==> src/rtl/bcmp_pkg.sv <==
// bcmp_pkg: shared types, constants and status codes of the binomial coefficient block
// depends on nothing
package bcmp_pkg;

   localparam int unsigned TABLE_TOP_DEFAULT = 4095;
   localparam int unsigned VAL_W = 30;
   localparam int unsigned ARG_W = 16;
   localparam logic [VAL_W-1:0] MOD_PRIME = 30'd1000000007;
   localparam logic [VAL_W-1:0] FERMAT_EXP = 30'd1000000005;
   localparam longint unsigned BARRETT_M_FULL = (64'd1 << 60) / 64'd1000000007;
   localparam logic [30:0] BARRETT_M = 31'(BARRETT_M_FULL);
   localparam int unsigned QUEUE_DEPTH = 4;
   localparam int unsigned OUT_DEPTH = 16;
   localparam int unsigned MM_LAT = 4;

   localparam logic [1:0] STATUS_OK = 2'd0;
   localparam logic [1:0] STATUS_K_OVER_N = 2'd1;
   localparam logic [1:0] STATUS_N_OVER_TOP = 2'd2;

   typedef struct packed {
      logic [ARG_W-1:0] n_total;
      logic [ARG_W-1:0] k_choose;
   } req_type;

   typedef struct packed {
      logic [VAL_W-1:0] coefficient;
      logic [1:0]       status;
   } rsp_type;

   typedef struct packed {
      logic [ARG_W-1:0] n_idx;
      logic [ARG_W-1:0] k_idx;
      logic [ARG_W-1:0] nk_idx;
      logic [1:0]       status;
   } query_type;

endpackage

==> src/rtl/bcmp_front.sv <==
// bcmp_front: accepts query items, classifies them and queues them for the back end
// depends on bcmp_pkg
module bcmp_front import bcmp_pkg::*; #(
   parameter int unsigned TABLE_TOP = TABLE_TOP_DEFAULT
) (
   input  logic      clock,
   input  logic      reset,
   input  logic      init_done,
   input  logic      req_valid,
   output logic      req_ready,
   input  req_type   req_data,
   output logic      q_valid,
   output query_type q_data,
   input  logic      q_pop
);

   localparam int unsigned PTR_W = $clog2(QUEUE_DEPTH);
   localparam int unsigned CNT_W = $clog2(QUEUE_DEPTH + 1);

   query_type mem_ff [QUEUE_DEPTH];
   logic [PTR_W-1:0] wr_ptr_ff, wr_ptr_in;
   logic [PTR_W-1:0] rd_ptr_ff, rd_ptr_in;
   logic [CNT_W-1:0] count_ff, count_in;
   query_type entry;
   logic push;

   always_comb begin
      entry = '0;
      if (32'(req_data.n_total) > 32'(TABLE_TOP)) begin
         entry.status = STATUS_N_OVER_TOP;
      end else if (req_data.k_choose > req_data.n_total) begin
         entry.status = STATUS_K_OVER_N;
      end else begin
         entry.status = STATUS_OK;
         entry.n_idx = req_data.n_total;
         entry.k_idx = req_data.k_choose;
         entry.nk_idx = req_data.n_total - req_data.k_choose;
      end
   end

   assign req_ready = init_done && (count_ff < CNT_W'(QUEUE_DEPTH));
   assign push = req_valid && req_ready;
   assign q_valid = (count_ff != '0);
   assign q_data = mem_ff[rd_ptr_ff];

   always_comb begin
      wr_ptr_in = push ? wr_ptr_ff + PTR_W'(1) : wr_ptr_ff;
      rd_ptr_in = q_pop ? rd_ptr_ff + PTR_W'(1) : rd_ptr_ff;
      count_in = count_ff + CNT_W'(push) - CNT_W'(q_pop);
   end

   always_ff @(posedge clock) begin
      if (reset) begin
         wr_ptr_ff <= '0;
         rd_ptr_ff <= '0;
         count_ff <= '0;
      end else begin
         wr_ptr_ff <= wr_ptr_in;
         rd_ptr_ff <= rd_ptr_in;
         count_ff <= count_in;
      end
      if (push) begin
         mem_ff[wr_ptr_ff] <= entry;
      end
   end

endmodule

==> config.mk <==
export PLATFORM = sky130hd
export DESIGN_NAME = bcmp_front
export DESIGN_NICKNAME = d
export VERILOG_FILES = /design/src/rtl/bcmp_pkg.sv /design/src/rtl/bcmp_front.sv
export SDC_FILE = /design/constraint.sdc
export NUM_CORES = 1
export LEC_CHECK = 0
export BUFFER_PORTS_ARGS = -buffer_cell sky130_fd_sc_hd__buf_2
export CORE_ASPECT_RATIO = 1.25
export CORE_MARGIN = 1
export CORE_UTILIZATION = 44
export CTS_CLUSTER_SIZE = 10
export DETAILED_ROUTE_END_ITERATION = 10
export SYNTH_ARGS = -nofsm -noshare
export SYNTH_HDL_FRONTEND = slang
export SYNTH_SLANG_ARGS = --single-unit
==> constraint.sdc <==
create_clock -name clock -period 6.8 [get_ports clock]
set_clock_uncertainty 0.05 [all_clocks]
set_input_delay 1.02 -clock clock [delete_from_list [all_inputs] [get_ports clock]]
set_output_delay 1.02 -clock clock [all_outputs]
set_load 0.01 [all_outputs]
==> key figures <==
Critical path
  – Reg-to-reg setup timing slack: 4470 ps
  – Startpoint types: flop
  – WS Path Type: flop to output pin
  – Crit path arrival time: 2550 ps
  – Critical register-to-register path startpoint: count_ff[2]$_SDFF_PP0_
  – R2r worst-path depth: 10
  – Crit. End Element: output pin
  – Critical Path Fanout Max: 32
  – Critical Path RT: 5730 ps
  – Worst flop-to-flop path endpoint: count_ff[2]$_SDFF_PP0_

Logic synthesis
  – Leading area contributor after synthesis: edfxtp_1
  – Ys flop type: edfxtp_1
  – Largest family of logic cells by synthesized area: multiplexers
  – Largest cells by area after synthesis: edfxtp_1, mux4_2, ha_1, dfxtp_1, nor2_1
  – FFs w/ async S/R, synth: 0
  – Synth Area per Inst: 18.4 µm²
  – Adder-cell area share of the yosys netlist: 0.0373
  – Post-synth EDFFs: 200
  – Post-synthesis register bit count: 209
  – Simple-Gate Fraction of Synth Area: 0.0591
  – Post-synth top area share: 0.683
  – Cell Area, Synth: 8790 µm²
  – Post-Synth XOR/XNOR Area: 0.0120
  – Mux share of post-synthesis cell area: 0.128
  – Sequential area share after synthesis: 0.704
  – Library cells used by synthesis: 51
  – Gate Count Post-Synth: 477
  – Synthesis Warnings: 0
  – Synth Area in Compound Gates: 0.0367

Power and ir drop
  – LEAKAGE: 0.00345 µW
  – Switching Share: 0.228
  – Worst IR Drop VDD: 242 µV
  – Power consumption: 2980 µW
  – Clock Power Share: 0.383
  – Reg power frac: 0.498
  – Comb power frac: 0.120
  – Internal Power: 2300 µW
  – PwrDens: 291 nW/µm²
  – Net Sw Power: 682 µW

Min path
  – Min-Delay Path Depth: 2
  – Hold Path End: wr_ptr_ff[1]$_SDFFE_PP0P_
  – Hold Crit Start: wr_ptr_ff[1]$_SDFFE_PP0P_
  – Worst Hold Class: flop to flop

Clock network
  – Cts repair resizes: 0
  – Clk buf depth: 3
  – CTS tree: done
  – Reg clk slew, reported paths: 50 ps
  – Postcts setup bufs: 0
  – Clock Latency Late Sink: 490 ps
  – Max H-tree Level: 1
  – CTS sink count: 209
  – Hold_buf cts: 0
  – Clk root buf: clkbuf_16
  – TritonCTS buffer count: 24

Timing
  – Final cycle utilization of the critical path: 0.532
  – Clock period minus final worst setup slack: 3620 ps
  – Final Hold Vio Count: 0
  – Final setup fails: 0
  – RSZ-0062 raised after global routing: false
  – Slew Limit Headroom: 0.443
  – F_max: 276 MHz
  – Slew @ Worst Pin: 836 ps
  – Final worst slack: 3180 ps
  – Max-slew violations: 0
  – Setup tns final: 0 ps

Placed design
  – DP HPWL: 10900 µm
  – Final RePlAce weighted congestion: 0.755
  – Worst slack, placed: 2810 ps
  – Port bufs: 88

Route
  – Drt wl/cell: 20.1 µm
  – Routed WL: 17700 µm
  – Final ANT Viol Nets: 0
  – Initial drt markers: 351
  – 1st-pass router iterations: 5
  – DRC viols: 0
  – Via count: 4589
  – Vias per cell: 5.22

Final layout
  – Area growth from synthesis to layout: 16.9%
  – Fillers: 1609
  – Nets: 658
  – Diodes inserted: 0
  – Fraction of layout cells with a size suffix above 1: 0.321

Floorplan
  – Die area: 20500 µm²
  – Row count: 57
  – Chip width: 128 µm
  – # IOs: 89
  – Die Ht: 160 µm
  – Initial core utilization: 0.451
  – CORE AREA: 19500 µm²

Run status
  – Status: finished clean

Global route
  – Number of global-route vias before repair: 4958
  – Total GRT Usage: 0.180
  – Antenna violations before repair: 0
  – Largest net degree at the start of global routing: 51
  – Grt ovf: 0
  – First-pass GRT wire length: 27600 µm

Job
  – Max cap viols: 0
-- cell usage after synthesis (all sizes together) (4+ instances only) --
library cell,count
edfxtp,200
mux4,50
nor2,37
inv,27
ha,23
and2,15
a21oi,14
nand2,12
buf,11
dfxtp,9
and3,8
o21ai,7
xnor2,7
a211oi,5
clkbuf,5
nor3,5
xor2,5
nor2b,4
-- area by class of cell --
| class | count | area, µm² | share of cell area |
|---|---|---|---|
| clock buffer | 44 | 697 | 0.0678 |
| inverter | 27 | 101 | 0.00987 |
| multi-input combinational | 240 | 2470 | 0.240 |
| sequential | 209 | 6190 | 0.603 |
| tap | 265 | 332 | 0.0323 |
| timing repair buffer | 94 | 485 | 0.0473 |
-- sequential cells by signal, indices dropped and copies added (netlist names), named ones only --
signal,count
wr_ptr_ff,2
rd_ptr_ff,2
count_ff,3
mem_ff,200
-- kinds of logic (layout without fill, tap and decap cells) --
logic type | count (synthesis) | count (layout)
other | 1 | 16
XOR/XNOR | 12 | 12
buffers and inverters | 43 | 165
AND/OR/NAND/NOR | 93 | 93
AO/OA/AOI/OAI | 44 | 44
adder cells (fa/ha/maj) | 25 | 25
flip-flops | 209 | 209
multiplexers | 50 | 50
-- power by group through the flow --
stage | Combinational, µW | Sequential (µW) | Clock, µW
after detailed placement | 361 | 1510 | 0
final | 357 | 1490 | 1140
after floorplan | 246 | 1500 | 0
after global placement | 359 | 1510 | 0
after global routing | 390 | 1490 | 1220
after CTS | 364 | 1490 | 1170
-- cells in the final DEF, fill, tap and decap left out, drive strengths merged --
master and n:
nor3b 1, fa 2, nand2b 2, a21boi 1
nand3b 1, nor2b 4, or3 1, xor2 5
mux4 50, and2 15, o311a 1, o21ai 7
conb 16, a21o 3, a21oi 14, nor3 5
a221o 2, a41oi 1, o21a 3, nand4b 2
and3 8, ha 23, a31oi 1, nor4 2
xnor2 7, nor2 37, clkbuf 44, a211oi 5
a41o 1, nand3 3, inv 27, o211ai 3
dfxtp 9, a32oi 1, edfxtp 200, nand2 12
o2111ai 1, buf 94
-- worst max-delay path: stages, from the launching register on --
cell and delay [ps]:
dfxtp_4 590, buf_4 630, mux4_2 620, buf_2 170
-- metal layers --
metal / vias up / GRT usage / wire length (µm)
met5: - / 0 / 0
met4: 0 / 0.0406 / 251
met3: 22 / 0.0271 / 731
met2: 98 / 0.317 / 9380
met1: 2370 / 0.233 / 7320
li1: 2099 / - / -
-- per-stage QoR --
stage / instance area (µm²) / hold slack [ps] / utilization / std cells
finish: 10300 / 474 / 0.528 / 879
detailed placement: 9580 / 464 / 0.492 / 835
floorplan: 8840 / 413 / - / 492
global route: 10300 / 508 / 0.528 / 879
CTS: 10300 / 482 / 0.528 / 879
global placement: 9580 / 428 / 0.492 / 835
-- worst max-delay path by stage --
| stage | to | slack [ps] | from |
|---|---|---|---|
| after global routing | q_data[34] | 2980 | flop |
| final | q_data[12] | 3180 | flop |
| after floorplan | mem_ff[0][0]$_DFFE_PP_ | 3690 | init_done |
| after CTS | q_data[34] | 3060 | flop |
| after global placement | mem_ff[0][17]$_DFFE_PP_ | 2960 | req_data[16] |
| after detailed placement | mem_ff[2][17]$_DFFE_PP_ | 2810 | req_data[16] |
Power figures use the tool's default switching activity.
