<file path="src/rtl/bcmp_pkg.sv">
// bcmp_pkg: shared types, constants and status codes of the binomial coefficient block
// depends on nothing
package bcmp_pkg;

   localparam int unsigned TABLE_TOP_DEFAULT = 4095;
   localparam int unsigned VAL_W = 30;
   localparam int unsigned ARG_W = 16;
   localparam logic [VAL_W-1:0] MOD_PRIME = 30'd1000000007;
   localparam logic [VAL_W-1:0] FERMAT_EXP = 30'd1000000005;
   localparam longint unsigned BARRETT_M_FULL = (64'd1 << 60) / 64'd1000000007;
   localparam logic [30:0] BARRETT_M = 31'(BARRETT_M_FULL);
   localparam int unsigned QUEUE_DEPTH = 4;
   localparam int unsigned OUT_DEPTH = 16;
   localparam int unsigned MM_LAT = 4;

   localparam logic [1:0] STATUS_OK = 2'd0;
   localparam logic [1:0] STATUS_K_OVER_N = 2'd1;
   localparam logic [1:0] STATUS_N_OVER_TOP = 2'd2;

   typedef struct packed {
      logic [ARG_W-1:0] n_total;
      logic [ARG_W-1:0] k_choose;
   } req_type;

   typedef struct packed {
      logic [VAL_W-1:0] coefficient;
      logic [1:0]       status;
   } rsp_type;

   typedef struct packed {
      logic [ARG_W-1:0] n_idx;
      logic [ARG_W-1:0] k_idx;
      logic [ARG_W-1:0] nk_idx;
      logic [1:0]       status;
   } query_type;

endpackage

</file>
<file path="src/rtl/bcmp_modmul.sv">
// bcmp_modmul: four stage multiplier modulo the prime, barrett reduction
// depends on bcmp_pkg
module bcmp_modmul import bcmp_pkg::*; (
   input  logic             clock,
   input  logic             reset,
   input  logic             in_valid,
   input  logic [VAL_W-1:0] a,
   input  logic [VAL_W-1:0] b,
   output logic             out_valid,
   output logic [VAL_W-1:0] p
);

   logic [MM_LAT-1:0] valid_ff;
   logic [59:0] prod_ff;
   logic [61:0] est_ff;
   logic [31:0] low_ff;
   logic [31:0] rem_ff;
   logic [VAL_W-1:0] p_ff;
   logic [30:0] quot;
   logic [31:0] qp_low;
   logic [31:0] mod1;
   logic [31:0] mod2;

   assign quot = est_ff[61:31];
   assign qp_low = 32'(32'(quot) * 32'(MOD_PRIME));
   assign mod1 = 32'(MOD_PRIME);
   assign mod2 = 32'(MOD_PRIME) << 1;

   always_ff @(posedge clock) begin
      if (reset) begin
         valid_ff <= '0;
      end else begin
         valid_ff <= {valid_ff[MM_LAT-2:0], in_valid};
      end
      prod_ff <= 60'(a) * 60'(b);
      est_ff <= 62'(prod_ff[59:29]) * 62'(BARRETT_M);
      low_ff <= prod_ff[31:0];
      rem_ff <= low_ff - qp_low;
      if (rem_ff >= mod2) begin
         p_ff <= VAL_W'(rem_ff - mod2);
      end else if (rem_ff >= mod1) begin
         p_ff <= VAL_W'(rem_ff - mod1);
      end else begin
         p_ff <= VAL_W'(rem_ff);
      end
   end

   assign out_valid = valid_ff[MM_LAT-1];
   assign p = p_ff;

endmodule

</file>
<file path="src/rtl/bcmp_init.sv">
// bcmp_init: builds the factorial and inverse factorial tables after reset
// depends on bcmp_pkg, bcmp_modmul
module bcmp_init import bcmp_pkg::*; #(
   parameter int unsigned TABLE_TOP = TABLE_TOP_DEFAULT
) (
   input  logic                                clock,
   input  logic                                reset,
   output logic                                fact_we,
   output logic                                inv_we,
   output logic [$clog2(TABLE_TOP+1)-1:0]      wr_addr,
   output logic [VAL_W-1:0]                    wr_data,
   output logic                                init_done
);

   localparam int unsigned IDX_W = $clog2(TABLE_TOP + 1);
   localparam logic [IDX_W-1:0] TOP_IDX = IDX_W'(TABLE_TOP);

   localparam logic [3:0] ST_F0     = 4'd0;
   localparam logic [3:0] ST_FMUL   = 4'd1;
   localparam logic [3:0] ST_FWAIT  = 4'd2;
   localparam logic [3:0] ST_PSTEP  = 4'd3;
   localparam logic [3:0] ST_PMWAIT = 4'd4;
   localparam logic [3:0] ST_PSQ    = 4'd5;
   localparam logic [3:0] ST_PSWAIT = 4'd6;
   localparam logic [3:0] ST_IWR    = 4'd7;
   localparam logic [3:0] ST_IMUL   = 4'd8;
   localparam logic [3:0] ST_IWAIT  = 4'd9;
   localparam logic [3:0] ST_DONE   = 4'd10;

   logic [3:0] state_ff, state_in;
   logic [IDX_W-1:0] idx_ff, idx_in;
   logic [VAL_W-1:0] acc_ff, acc_in;
   logic [VAL_W-1:0] base_ff, base_in;
   logic [VAL_W-1:0] exp_ff, exp_in;
   logic mm_valid;
   logic [VAL_W-1:0] mm_a;
   logic [VAL_W-1:0] mm_b;
   logic mm_out_valid;
   logic [VAL_W-1:0] mm_p;

   bcmp_modmul u_modmul (
      .clock     (clock),
      .reset     (reset),
      .in_valid  (mm_valid),
      .a         (mm_a),
      .b         (mm_b),
      .out_valid (mm_out_valid),
      .p         (mm_p)
   );

   always_comb begin
      state_in = state_ff;
      idx_in = idx_ff;
      acc_in = acc_ff;
      base_in = base_ff;
      exp_in = exp_ff;
      mm_valid = 1'b0;
      mm_a = acc_ff;
      mm_b = VAL_W'(idx_ff);
      fact_we = 1'b0;
      inv_we = 1'b0;
      wr_addr = idx_ff;
      wr_data = mm_p;
      case (state_ff)
         ST_F0: begin
            fact_we = 1'b1;
            wr_addr = '0;
            wr_data = VAL_W'(1);
            acc_in = VAL_W'(1);
            idx_in = IDX_W'(1);
            state_in = ST_FMUL;
         end
         ST_FMUL: begin
            mm_valid = 1'b1;
            state_in = ST_FWAIT;
         end
         ST_FWAIT: begin
            if (mm_out_valid) begin
               fact_we = 1'b1;
               acc_in = mm_p;
               if (idx_ff == TOP_IDX) begin
                  base_in = mm_p;
                  acc_in = VAL_W'(1);
                  exp_in = FERMAT_EXP;
                  state_in = ST_PSTEP;
               end else begin
                  idx_in = idx_ff + IDX_W'(1);
                  state_in = ST_FMUL;
               end
            end
         end
         ST_PSTEP: begin
            mm_b = base_ff;
            if (exp_ff == '0) begin
               state_in = ST_IWR;
            end else if (exp_ff[0]) begin
               mm_valid = 1'b1;
               state_in = ST_PMWAIT;
            end else begin
               mm_a = base_ff;
               mm_valid = 1'b1;
               state_in = ST_PSWAIT;
            end
         end
         ST_PMWAIT: begin
            if (mm_out_valid) begin
               acc_in = mm_p;
               state_in = ST_PSQ;
            end
         end
         ST_PSQ: begin
            mm_a = base_ff;
            mm_b = base_ff;
            mm_valid = 1'b1;
            state_in = ST_PSWAIT;
         end
         ST_PSWAIT: begin
            if (mm_out_valid) begin
               base_in = mm_p;
               exp_in = exp_ff >> 1;
               state_in = ST_PSTEP;
            end
         end
         ST_IWR: begin
            inv_we = 1'b1;
            wr_addr = TOP_IDX;
            wr_data = acc_ff;
            idx_in = TOP_IDX;
            state_in = ST_IMUL;
         end
         ST_IMUL: begin
            mm_valid = 1'b1;
            state_in = ST_IWAIT;
         end
         ST_IWAIT: begin
            wr_addr = idx_ff - IDX_W'(1);
            if (mm_out_valid) begin
               inv_we = 1'b1;
               acc_in = mm_p;
               idx_in = idx_ff - IDX_W'(1);
               if (idx_ff == IDX_W'(1)) begin
                  state_in = ST_DONE;
               end else begin
                  state_in = ST_IMUL;
               end
            end
         end
         ST_DONE: begin
            state_in = ST_DONE;
         end
         default: begin
            state_in = ST_F0;
         end
      endcase
   end

   always_ff @(posedge clock) begin
      if (reset) begin
         state_ff <= ST_F0;
      end else begin
         state_ff <= state_in;
      end
      idx_ff <= idx_in;
      acc_ff <= acc_in;
      base_ff <= base_in;
      exp_ff <= exp_in;
   end

   assign init_done = (state_ff == ST_DONE);

endmodule

</file>
<file path="config.mk">
export PLATFORM = sky130hd
export DESIGN_NAME = bcmp_init
export DESIGN_NICKNAME = d
export VERILOG_FILES = /design/src/rtl/bcmp_pkg.sv /design/src/rtl/bcmp_modmul.sv /design/src/rtl/bcmp_init.sv
export SDC_FILE = /design/constraint.sdc
export NUM_CORES = 2
export LEC_CHECK = 0
export BUFFER_PORTS_ARGS = -buffer_cell sky130_fd_sc_hd__buf_2
export CORE_ASPECT_RATIO = 1.1
export CORE_MARGIN = 8
export CORE_UTILIZATION = 30
export DETAILED_ROUTE_END_ITERATION = 7
export SYNTH_ARGS = -nofsm -noshare
export SYNTH_HDL_FRONTEND = slang
export SYNTH_SLANG_ARGS = --single-unit
</file>
<file path="constraint.sdc">
create_clock -name clock -period 9.7 [get_ports clock]
set_input_delay 0.485 -clock clock [delete_from_list [all_inputs] [get_ports clock]]
set_output_delay 0.485 -clock clock [all_outputs]
set_load 0.05 [all_outputs]
</file>
==> flow_summary.ini <==
[timing]
clock_skew_ps = 37.79
drv_slew = 0
rsz0062_at_grt = no
relSlewSlack_pct = 23.76
fmax_ghz = 0.1059
setup_viol = 0
min_period_over_period_pct = 97.35
hold_viol_final = 0
worstMarginPinSlew_ps = 1142
post-route-min-period_ps = 9443

[die]
pin_count = 47
die_area_mm2 = 0.2171
core_mm2 = 0.2015
rows = 173
die_width_um = 445.0
fp.dieH_um = 487.9
start_util_pct = 30.13

[worst_setup_path]
crit_path_frequent_cell = fa_1
cp.required_ps = 10210
setup.worst_path.start = state_ff[1]
r2r-start = state_ff[1]
cp_slowest_cell = and2_1
cp-start-kind = register
r2r_slack_ps = 260
worstReg2RegEnd = u_modmul.prod_ff[57]
arrival_ps = 9950
r2r_cells = 29
critPathMaxStageDelay_ps = 660
path_class = register to register
cp-end-kind = register
cp_max_fo = 16

[finish]
drive_gt1_share_pct = 5.880
multi_input_area_mm2 = 0.04729
fin_cells = 9213
seq_area_mm2 = 0.006927
final_util_pct = 32.96
area_growth_syn_to_layout_pct = 9.398
nFillCells = 20680
fin_nets = 8522

[cts]
cts_max_level = 1
cts_root_buffer = clkbuf_16
cts_tree = yes
cts_num_sinks = 295
cts_made_buffers = 31
clock_latency_ps = 640
clk_pin_slew_ps = 80
clock_path_buffers = 3

[drt]
postRouteAntennaNets = 0
drt-pass1-iter-count = 6
viasPerCell = 4.813
wl_mm = 194.7
vias = 44350
wire_per_inst_um = 21.13
drc = 0
drt_iter0_drc = 2843

[worst_hold_path]
hold_depth = 2
holdPathEnd = state_ff[3]
hold_path_class = primary input to register
min_from = reset

[yosys]
seq_area_frac_synth_pct = 11.41
synth_cells = 6413
yosys_warnings = 0
syn_area_mm2 = 0.06072
yosys_most_used_dff = dfxtp_1
synth-async-reset-ratio_pct = 0
synth_cell_type_count = 80
postSynthAreaPerCell_um2 = 9.469
synth_edf_count = 102
syn_nets = 8463
ys_ff_latch = 295

[global_route]
grt_max_degree = 32
antenna_found_initial = 7
grt_pass1_vias = 48950
grt_pass1_wl_mm = 299.3
grt_overflow = 0
track_usage_pct = 18.04

[placement]
dp_cells = 9150
dp_hpwl_mm = 165.4
port_buffers = 46
globalplace.congestion = 0.9550

[job]
drv_cap = 0

[run_status]
status = finished, final reports clean
==> cells in the mapped netlist, drive strengths merged (24+ instances only) <==
library cell | instances | area (um2)
fa | 1260 | 25220
nor3 | 31 | 160.1
and2 | 35 | 219.0
and3 | 33 | 206.5
nor2 | 638 | 2397
nand2 | 573 | 2151
nand2b | 26 | 162.7
inv | 1545 | 5799
nand3 | 52 | 260.3
a22o | 24 | 210.2
edfxtp | 102 | 3063
xor2 | 55 | 481.7
a21o | 81 | 608.1
o21ai | 127 | 646.9
nor2b | 53 | 331.6
ha | 788 | 9859
dfxtp | 193 | 3864
a211oi | 27 | 207.7
o21a | 29 | 217.7
a21oi | 143 | 726.9
xnor2 | 131 | 1147
nand4 | 25 | 156.4
clkbuf | 220 | 827.0
==> final cells by class <==
class | instances | area share, %
diodes | 4 | 0.01507
repair buffers | 259 | 2.891
multi-input cells | 4340 | 71.18
clock buffers | 45 | 1.435
well taps | 2712 | 5.108
inverters | 1545 | 8.730
clock inverters | 13 | 0.2128
flip-flops and latches | 295 | 10.43
==> registers in the layout (all words and copies together) (netlist names), 12 cells and up <==
register and count:
acc_ff 30, u_modmul.prod_ff 60, u_modmul.p 30, exp_ff 30, base_ff 30, u_modmul.rem_ff 32, idx_ff 12, u_modmul.low_ff 32
u_modmul.est_ff 31
==> logic make-up (layout without fill, tap and decap cells) <==
logic type                 after synthesis  count (layout)  synth area share [%]
buffers and inverters                 1778            1862                 11.02
adders and majority gates             2050            2050                 57.81
DFF                                    295             295                 11.41
other                                    0               4                     0
muxes                                    9               9                0.1484
AOI/OAI and AO/OA                      586             586                 6.472
xor gates and xnor gates               186             186                 2.683
and+or+nand+nor                       1509            1509                 10.46
==> worst max path at each step <==
| stage | to | slack [ps] | cells after the start |
|---|---|---|---|
| global placement | u_modmul.prod_ff[57] | -100 | 31 |
| floorplan | u_modmul.prod_ff[57] | 780 | 34 |
| CTS | u_modmul.prod_ff[57] | 50 | 31 |
| finish | u_modmul.prod_ff[57] | 260 | 29 |
| global route | u_modmul.prod_ff[57] | 20 | 29 |
| detailed placement | u_modmul.prod_ff[57] | -280 | 31 |
==> routing by layer <==
layer	GRT usage, %	up-vias	wire length, um	share of wire, %
li1	-	19620	-	-
met1	22.08	22850	76360	39
met2	31.32	1433	94730	49
met3	2.032	443	10810	5.6
met4	9.369	2	12760	6.6
met5	0	-	13	0.0067
==> metrics by stage <==
stage,instance area (um2),setup TNS (ps),worst slack [ps],hold slack [ps]
final,66430,0,257.2,108.1
after global routing,66420,0,18.11,120.8
after CTS,66330,0,47.68,85.86
after detailed placement,65210,-1771,-277.1,314.3
after global placement,65210,-282.0,-99.21,313.9
after floorplan,60720,0,782.8,309.6
==> layout by cell type (no fill, tap or decap), drive strengths merged, types with 24 or more instances in the layout <==
| cell type | n |
|---|---|
| inv | 1549 |
| fa | 1260 |
| ha | 788 |
| nor2 | 638 |
| nand2 | 573 |
| buf | 259 |
| dfxtp | 193 |
| a21oi | 143 |
| xnor2 | 131 |
| o21ai | 127 |
| edfxtp | 102 |
| a21o | 81 |
| xor2 | 55 |
| nor2b | 53 |
| nand3 | 52 |
| clkbuf | 45 |
| and2 | 35 |
| and3 | 33 |
| nor3 | 31 |
| o21a | 29 |
| a211oi | 27 |
| nand2b | 26 |
| nand4 | 25 |
| a22o | 24 |
==> timing repair <==
item / CTS / global route
setup endpoints to repair: 16 / 21
hold buffers: 0 / 0
buffers inserted: 0 / 1
pin swaps: 0 / 1
gates resized for setup: 6 / 18
==> worst max-delay path: cells and delay by family (launching register included) <==
family          cells  cell delay, ps
flops               1             320
compound gates      6            1520
fa+ha+maj           9            4490
buf+inv             4             550
simple gates       10            2420
Power is left out: the tool's default activity adds up to more than one toggle a clock period on the data nets, which glitch-free logic cannot reach.
